--- src/rtl/sc2a_pkg.sv ---
// types, scan code constants and character roms for the scan code translator
package sc2a_pkg;

	localparam int ROM_DEPTH = 58;

	localparam logic [7:0] PREFIX_CODE = 8'hE0;
	localparam logic [6:0] LSHIFT_CODE = 7'h2A;
	localparam logic [6:0] RSHIFT_CODE = 7'h36;
	localparam logic [6:0] CTRL_CODE   = 7'h1D;
	localparam logic [6:0] ALT_CODE    = 7'h38;
	localparam logic [6:0] CAPS_CODE   = 7'h3A;
	localparam logic [6:0] DEL_CODE    = 7'h53;
	localparam logic [6:0] F1_CODE     = 7'h3B;
	localparam logic [6:0] F2_CODE     = 7'h3C;
	localparam logic [6:0] UP_CODE     = 7'h48;
	localparam logic [6:0] ESC_CODE    = 7'h01;

	typedef enum logic [2:0] {
		EV_NONE = 3'd0,
		EV_F1   = 3'd1,
		EV_F2   = 3'd2,
		EV_CAD  = 3'd3,
		EV_UP   = 3'd4
	} event_t;

	// keyboard modifier and prefix state
	typedef struct packed {
		logic shift;
		logic control;
		logic alt;
		logic caps;
		logic prefix;
	} kbd_flags_t;

	// one translated beat
	typedef struct packed {
		logic       char_valid;
		logic [6:0] char_code;
		event_t     event_code;
	} xlate_res_t;

	localparam logic [6:0] ROM_PLAIN [ROM_DEPTH] = '{
		7'h00, 7'h1B, 7'h31, 7'h32, 7'h33, 7'h34, 7'h35, 7'h36,
		7'h37, 7'h38, 7'h39, 7'h30, 7'h2D, 7'h3D, 7'h08, 7'h09,
		7'h71, 7'h77, 7'h65, 7'h72, 7'h74, 7'h79, 7'h75, 7'h69,
		7'h6F, 7'h70, 7'h5B, 7'h5D, 7'h0D, 7'h00, 7'h61, 7'h73,
		7'h64, 7'h66, 7'h67, 7'h68, 7'h6A, 7'h6B, 7'h6C, 7'h3B,
		7'h27, 7'h60, 7'h00, 7'h5C, 7'h7A, 7'h78, 7'h63, 7'h76,
		7'h62, 7'h6E, 7'h6D, 7'h2C, 7'h2E, 7'h2F, 7'h00, 7'h2A,
		7'h00, 7'h20
	};

	localparam logic [6:0] ROM_SHIFTED [ROM_DEPTH] = '{
		7'h00, 7'h1B, 7'h21, 7'h40, 7'h23, 7'h24, 7'h25, 7'h5E,
		7'h26, 7'h2A, 7'h28, 7'h29, 7'h5F, 7'h2B, 7'h08, 7'h09,
		7'h51, 7'h57, 7'h45, 7'h52, 7'h54, 7'h59, 7'h55, 7'h49,
		7'h4F, 7'h50, 7'h7B, 7'h7D, 7'h0D, 7'h00, 7'h41, 7'h53,
		7'h44, 7'h46, 7'h47, 7'h48, 7'h4A, 7'h4B, 7'h4C, 7'h3A,
		7'h22, 7'h7E, 7'h00, 7'h7C, 7'h5A, 7'h58, 7'h43, 7'h56,
		7'h42, 7'h4E, 7'h4D, 7'h3C, 7'h3E, 7'h3F, 7'h00, 7'h2A,
		7'h00, 7'h20
	};

	// rom lookup, entries past the rom read as zero
	function automatic logic [6:0] rom_lookup(input logic [6:0] code, input logic shifted);
		logic [6:0] ch;
		ch = 7'h00;
		if (code < 7'(ROM_DEPTH)) begin
			ch = shifted ? ROM_SHIFTED[code[5:0]] : ROM_PLAIN[code[5:0]];
		end
		return ch;
	endfunction

endpackage

--- src/rtl/scancode_to_ascii_translator.sv ---
// top level: set-1 scan code to ascii translator with stream ports
//
// channel  dir  tdata                                   tuser
// s_axis   in   [7:0] scan_code                         -
// m_axis   out  [6:0] char_code, [9:7] event_code       [0] char_valid
//
// every input beat yields exactly one output beat, passing through the input register,
// then translate, then the result register
// one beat is accepted per cycle while s_axis_tready is high; the modifier flags update as a beat
// leaves the input register, so the next beat in the input register always sees them
// arst_n clears the flags and both valid bits; payload registers are not reset
// an output stall backs up into the input register and then drops s_axis_tready
module scancode_to_ascii_translator #(
	parameter int TABLE_ENTRIES = 58
) (
	input  logic        clk,
	input  logic        arst_n,
	input  logic        s_axis_tvalid,
	output logic        s_axis_tready,
	input  logic [7:0]  s_axis_tdata,   // [7:0] scan_code
	output logic        m_axis_tvalid,
	input  logic        m_axis_tready,
	output logic [15:0] m_axis_tdata,   // [6:0] char_code, [9:7] event_code, [15:10] zero
	output logic        m_axis_tuser    // [0] char_valid
);
	import sc2a_pkg::*;

	// input register
	logic       valid_s1;
	logic [7:0] scan_s1;

	// result register
	logic       valid_s2;
	xlate_res_t res_s2;

	// keyboard state
	kbd_flags_t flags_q;
	kbd_flags_t flags_next;
	xlate_res_t res_comb;

	logic in_beat;
	logic adv_s1;
	logic out_free;

	assign out_free      = !valid_s2 || m_axis_tready;
	assign adv_s1        = valid_s1 && out_free;
	assign s_axis_tready = !valid_s1 || out_free;
	assign in_beat       = s_axis_tvalid && s_axis_tready;

	sc2a_xlate #(
		.TABLE_ENTRIES(TABLE_ENTRIES)
	) u_xlate (
		.scan_code (scan_s1),
		.flags     (flags_q),
		.flags_next(flags_next),
		.res       (res_comb)
	);

	always_ff @(posedge clk or negedge arst_n) begin
		if (!arst_n) begin
			valid_s1 <= 1'b0;
			valid_s2 <= 1'b0;
			flags_q  <= '0;
		end else begin
			if (s_axis_tready) valid_s1 <= s_axis_tvalid;
			if (out_free)      valid_s2 <= valid_s1;
			// flags commit only when the beat moves on
			if (adv_s1)        flags_q  <= flags_next;
		end
	end

	always_ff @(posedge clk) begin
		if (in_beat) scan_s1 <= s_axis_tdata;
		if (adv_s1)  res_s2  <= res_comb;
	end

	assign m_axis_tvalid = valid_s2;
	assign m_axis_tuser  = res_s2.char_valid;
	assign m_axis_tdata  = {6'b0, res_s2.event_code, res_s2.char_code};

	// a character and an event never come together
	a_char_no_event: assert property (@(posedge clk) disable iff (!arst_n)
		valid_s2 && res_s2.char_valid |-> res_s2.event_code == EV_NONE)
		else $error("character beat carries an event");

	// char_valid tracks a nonzero character
	a_valid_code: assert property (@(posedge clk) disable iff (!arst_n)
		valid_s2 |-> res_s2.char_valid == (res_s2.char_code != 7'h00))
		else $error("char_valid does not match char_code");

	// a prefix beat leaves the prefix flag set
	a_prefix_set: assert property (@(posedge clk) disable iff (!arst_n)
		adv_s1 && scan_s1 == PREFIX_CODE |=> flags_q.prefix)
		else $error("prefix flag not set after prefix byte");

	// ctrl-alt-del only reported while both modifiers are held
	a_cad_mods: assert property (@(posedge clk) disable iff (!arst_n)
		adv_s1 && res_comb.event_code == EV_CAD |-> flags_q.control && flags_q.alt)
		else $error("ctrl-alt-del without modifiers");

	// an empty result register never blocks the input side
	a_no_stall: assert property (@(posedge clk) disable iff (!arst_n)
		!valid_s2 |-> s_axis_tready)
		else $error("input stalled with empty result register");

endmodule

--- src/rtl/sc2a_xlate.sv ---
// combinational scan code decode: flag update and character translation
module sc2a_xlate #(
	parameter int TABLE_ENTRIES = 58
) (
	input  logic [7:0]          scan_code,
	input  sc2a_pkg::kbd_flags_t flags,
	output sc2a_pkg::kbd_flags_t flags_next,
	output sc2a_pkg::xlate_res_t res
);
	import sc2a_pkg::*;

	logic [6:0] code;
	logic       release_key;
	logic       is_shift;
	logic [6:0] ch;
	logic [6:0] rom_ch;

	assign code        = scan_code[6:0];
	assign release_key = scan_code[7];
	assign is_shift    = (code == LSHIFT_CODE) || (code == RSHIFT_CODE);
	assign rom_ch      = rom_lookup(code, flags.shift);

	always_comb begin
		flags_next     = flags;
		res.char_valid = 1'b0;
		res.char_code  = 7'h00;
		res.event_code = EV_NONE;
		ch             = rom_ch;

		if (scan_code == PREFIX_CODE) begin
			flags_next.prefix = 1'b1;
		end else if (flags.prefix) begin
			flags_next.prefix = 1'b0;
			if (code == CTRL_CODE) flags_next.control = !release_key;
			if (code == ALT_CODE)  flags_next.alt     = !release_key;
			if (!release_key && code == UP_CODE) res.event_code = EV_UP;
		end else if (release_key) begin
			if (is_shift)          flags_next.shift   = 1'b0;
			if (code == CTRL_CODE) flags_next.control = 1'b0;
			if (code == ALT_CODE)  flags_next.alt     = 1'b0;
		end else if (code == ESC_CODE) begin
			// escape gives nothing
		end else if (is_shift) begin
			flags_next.shift = 1'b1;
		end else if (code == ALT_CODE) begin
			flags_next.alt = 1'b1;
		end else if (code == CTRL_CODE) begin
			flags_next.control = 1'b1;
		end else if (code == CAPS_CODE) begin
			flags_next.caps = !flags.caps;
		end else if (flags.control && flags.alt && code == DEL_CODE) begin
			res.event_code = EV_CAD;
		end else if (code == F1_CODE) begin
			res.event_code = EV_F1;
		end else if (code == F2_CODE) begin
			res.event_code = EV_F2;
		end else if ({1'b0, code} < 8'(TABLE_ENTRIES)) begin
			// caps swaps letter case by flipping bit 5
			if (flags.caps && ((ch >= 7'h41 && ch <= 7'h5A) || (ch >= 7'h61 && ch <= 7'h7A))) begin
				ch = ch ^ 7'h20;
			end
			if (flags.control && (ch == 7'h63 || ch == 7'h43)) ch = 7'h0A;
			if (flags.control && (ch == 7'h64 || ch == 7'h44)) ch = 7'h04;
			res.char_code  = ch;
			res.char_valid = (ch != 7'h00);
		end
	end

endmodule

--- config.mk ---
export PLATFORM = sky130hd
export DESIGN_NAME = scancode_to_ascii_translator
export DESIGN_NICKNAME = d
export VERILOG_FILES = /design/src/rtl/sc2a_pkg.sv /design/src/rtl/scancode_to_ascii_translator.sv /design/src/rtl/sc2a_xlate.sv
export SDC_FILE = /design/constraint.sdc
export NUM_CORES = 1
export LEC_CHECK = 0
export ABC_AREA = 1
export BUFFER_PORTS_ARGS = -buffer_cell sky130_fd_sc_hd__buf_2
export CORE_ASPECT_RATIO = 0.9
export CORE_MARGIN = 2
export CORE_UTILIZATION = 40
export CTS_BUF_LIST = sky130_fd_sc_hd__clkbuf_4 sky130_fd_sc_hd__clkbuf_8
export CTS_CLUSTER_SIZE = 30
export DETAILED_ROUTE_END_ITERATION = 6
export PLACE_DENSITY = 0.64
export SYNTH_ARGS = -nofsm -noshare
export SYNTH_HDL_FRONTEND = slang
export SYNTH_SLANG_ARGS = --single-unit
--- constraint.sdc ---
create_clock -name clk -period 2.32 [get_ports clk]
set_clock_uncertainty 0.1 [all_clocks]
set_input_delay 0.464 -clock clk [delete_from_list [all_inputs] [get_ports clk]]
set_output_delay 0.464 -clock clk [all_outputs]
set_load 0.01 [all_outputs]
==> flow_metrics.py <==
metrics = {
    "critical_path": {
        "cpMostUsedCell": "nand2_1",
        "crit_path_max_fanout": 7,
        "start_kind": "flip-flop",
        "worstSetupEndpointType": "flip-flop",
        "path_class": "reg -> reg",
        "rr_startpoint": "scan_s1[1]",
        "critical_path.reg2reg.endpoint": "m_axis_tuser",
        "worst_ep_arrival_time_ns": 2.37,
        "crit_path_max_cell_delay_ns": 0.50,
        "required_ns": 2.26,
        "timing.critical_path.cells": "inv_4, buf_4, ha_4, nand2_4, nand3_2, nand2_1, nand2_1, nand2_1, nand3_1, nand2_1, nand3_1, nor2_2, nor2_2, nand2_1, nand2_1, nand2_1, nand2_2, nand2_1",
        "cpMaxStageDelayCell": "edfxtp_1",
        "reg2reg_setup_slack_ns": -0.11,
        "r2r.worst_path.cells": 18,
    },
    "global_routing": {
        "groute.usage.overall": 0.226,
        "antenna_found_initial": 0,
        "global_route_wire_length_before_repair_um": 12500,
        "number_of_global_route_vias_before_repair": 2710,
        "gr-usage-met3": 0.0383,
        "grt_start_max_net_pins": 19,
        "grt_busiest_layer": "met2",
        "gr-usage-met1": 0.302,
        "sum_of_overflow_across_all_layers_after_global_routing": 0,
        "gr-usage-met2": 0.375,
    },
    "power": {
        "switching_power_of_the_nets_mw": 0.621,
        "power.leakage_nw": 1.70,
        "clock_power_share": 0.226,
        "power.density_nw_per_um2": 493,
        "sw_frac_of_total": 0.365,
        "share_seq_of_total_power": 0.354,
        "cellInternalPower_mw": 1.08,
        "power.ir.vdd_worst_uv": 375,
        "combPwrFrac": 0.420,
    },
    "timing": {
        "finalCriticalPeriod_ns": 2.43,
        "fmax_ghz": 0.412,
        "period_share": 1.05,
        "report.final.setup_viol": 2,
        "rsz0062_at_grt": "true",
        "final-max-slew-violation-count": 0,
        "finalHoldViolations": 0,
        "finalWorstSetupSlack_ns": -0.108,
    },
    "detailed_routing": {
        "total_via_count_in_the_routed_design": 2876,
        "antenna_left": 0,
        "via_per_inst": 5.28,
        "dr.pass1.iters": 5,
        "routedWlPerCell_um": 13.9,
        "drcViolationCount": 0,
        "drt-initial-drc-count": 241,
        "routed_wl_um": 7600,
    },
    "clock_network": {
        "clk_pin_slew_worst_paths_ns": 0.09,
        "cts.sink_count": 26,
        "clock-root-buffer": "clkbuf_8",
        "ctsLongestPathBuffers": 2,
        "numCtsBuffers": 3,
        "clock_tree.htree_level_count": 1,
        "cts_tree": "built",
        "worst_skew_pair.late_latency_ns": 0.28,
    },
    "synthesis": {
        "ys_warn_count": 0,
        "ys_seq_area_frac": 0.294,
        "post_synth.cell_area_avg_um2": 6.64,
        "gate_count_post_synth": 382,
        "synth_seq_cells": 26,
        "synth.top_cell.area_share": 0.225,
        "yosys.area.top_type": "edfxtp_1",
        "post_synth_main_area_contributors": "edfxtp_1 (22%), nand2_1 (17%), nand3_1 (9.9%)",
        "post_synth_num_cell_types": 32,
        "synth_area_um2": 2540,
    },
    "place": {
        "detailedPlacementHpwl_um": 5900,
        "place_worst_setup_slack_ns": -0.215,
        "dpl_cell_area_um2": 3080,
        "routabilityCongestion": 1.03,
        "portBuffers": 24,
    },
    "die": {
        "rows": 27,
        "initial_utilization": 0.415,
        "core_um2": 6110,
        "floorplan.die_area_um2": 7000,
        "floorplan.io_pins": 31,
        "dieWidth_um": 88.0,
        "chipHeight_um": 79.6,
    },
    "final_layout": {
        "drive_above_1_share": 0.365,
        "finish.net_count": 483,
        "flow.area_growth_from_synthesis_pct": 36.2,
        "final_util": 0.565,
        "fin_area_um2": 3460,
        "antenna_cells": 0,
    },
    "worst_hold_path": {
        "min_delay_worst_endpoint": "scan_s1[3]",
        "min_from": "s_axis_tdata[3]",
        "min_delay_path_depth": 1,
        "hold_path_class": "in -> reg",
    },
    "outcome": {
        "violations": "negative setup slack",
        "outcome": "complete, but fails checks",
    },
    "flow_run": {
        "drv_cap": 0,
    },
}
-- final cells by class --
class | count | area, um^2
well taps | 87 | 109
multi-input cells | 298 | 1710
clock inverters | 1 | 30.0
clock buffers | 3 | 41.3
fillers | 554 | 2660
repair buffers | 86 | 648
inverters | 44 | 170
flip-flops and latches | 26 | 746
-- sequential cells by signal (all words and copies together), names as in the netlist --
register,cells
flags_q,5
m_axis_tdata,10
m_axis_tuser,1
m_axis_tvalid,1
scan_s1,8
valid_s1,1
-- stage by stage --
step / std cells / total power, mW / setup TNS [ns] / hold slack (ns)
6_report: 545 / 1.70 / -0.208 / 0.249
5_1_grt: 545 / 1.80 / -1.04 / 0.241
4_1_cts: 540 / 1.65 / -0.253 / 0.250
3_5_place_dp: 530 / 1.24 / -0.841 / 0.205
3_3_place_gp: 530 / 1.24 / -1.08 / 0.206
2_1_floorplan: 387 / 1.01 / 0 / 0.0684
-- synthesized netlist by cell type, drive strengths merged --
cell / number
a21boi: 1
a21oi: 13
a31oi: 4
a32o: 1
buf: 19
conb: 1
dfrtp: 7
edfxtp: 19
ha: 12
inv: 44
nand2: 129
nand3: 52
nand4: 6
nor2: 47
nor3: 4
nor4: 2
o2111ai: 1
o211ai: 3
o21ai: 10
o21bai: 2
o31ai: 4
xor2: 1
-- critical path: cells and delay by family, from the launching register on --
family        cells  cell delay [ns]
fa+ha+maj         1             0.16
buf+inv           2             0.28
flops             1             0.50
simple gates     15             1.14
-- per-layer routing --
layer / part of all wire / wire length (um)
met3: 0.076 / 578
met5: 0 / 0
met2: 0.47 / 3550
met1: 0.43 / 3290
met4: 0.024 / 184
-- power by group through the flow --
stage	registers [mW]	clock network, mW	logic, mW
floorplan	0.616	0	0.391
global placement	0.609	0	0.629
detailed placement	0.612	0	0.628
CTS	0.601	0.388	0.661
global route	0.609	0.406	0.788
finish	0.602	0.385	0.715
-- timing repair --
item / in CTS / in global routing
setup endpoints to repair: 8 / 10
gates resized for setup: 20 / 38
hold endpoints to repair: 7 / 0
buffers inserted: 5 / 5
pin swaps: 9 / 18
hold buffers: 1 / 0
-- kinds of logic (layout without fill, tap and decap cells) --
logic type | Yosys count | after routing | share of synthesized area
adder cells (fa/ha/maj) | 12 | 12 | 0.0592
other | 1 | 6 | 0.00148
flip-flops | 26 | 26 | 0.294
buffers and inverters | 63 | 134 | 0.124
AND/OR/NAND/NOR | 240 | 240 | 0.420
XOR/XNOR | 1 | 1 | 0.00345
AO/OA/AOI/OAI | 39 | 39 | 0.0976
-- worst max-delay path by stage --
stage                    start           end  depth (start not counted)
floorplan           scan_s1[1]  m_axis_tuser                         17
global placement    scan_s1[1]  m_axis_tuser                         17
detailed placement  scan_s1[1]  m_axis_tuser                         17
CTS                 scan_s1[0]  m_axis_tuser                         16
global route        scan_s1[1]  m_axis_tuser                         18
finish              scan_s1[1]  m_axis_tuser                         18
-- cells in the final DEF (no fill, tap or decap), drive strengths merged, types with 2 or more instances in the layout --
cell type / synthesis / routed
nand2: 129 / 129
buf: 19 / 85
nand3: 52 / 52
nor2: 47 / 47
inv: 44 / 44
edfxtp: 19 / 19
a21oi: 13 / 13
ha: 12 / 12
o21ai: 10 / 10
dfrtp: 7 / 7
nand4: 6 / 6
conb: 1 / 6
nor3: 4 / 4
a31oi: 4 / 4
o31ai: 4 / 4
o211ai: 3 / 3
clkbuf: 0 / 3
o21bai: 2 / 2
nor4: 2 / 2
Power figures use the tool's default switching activity.
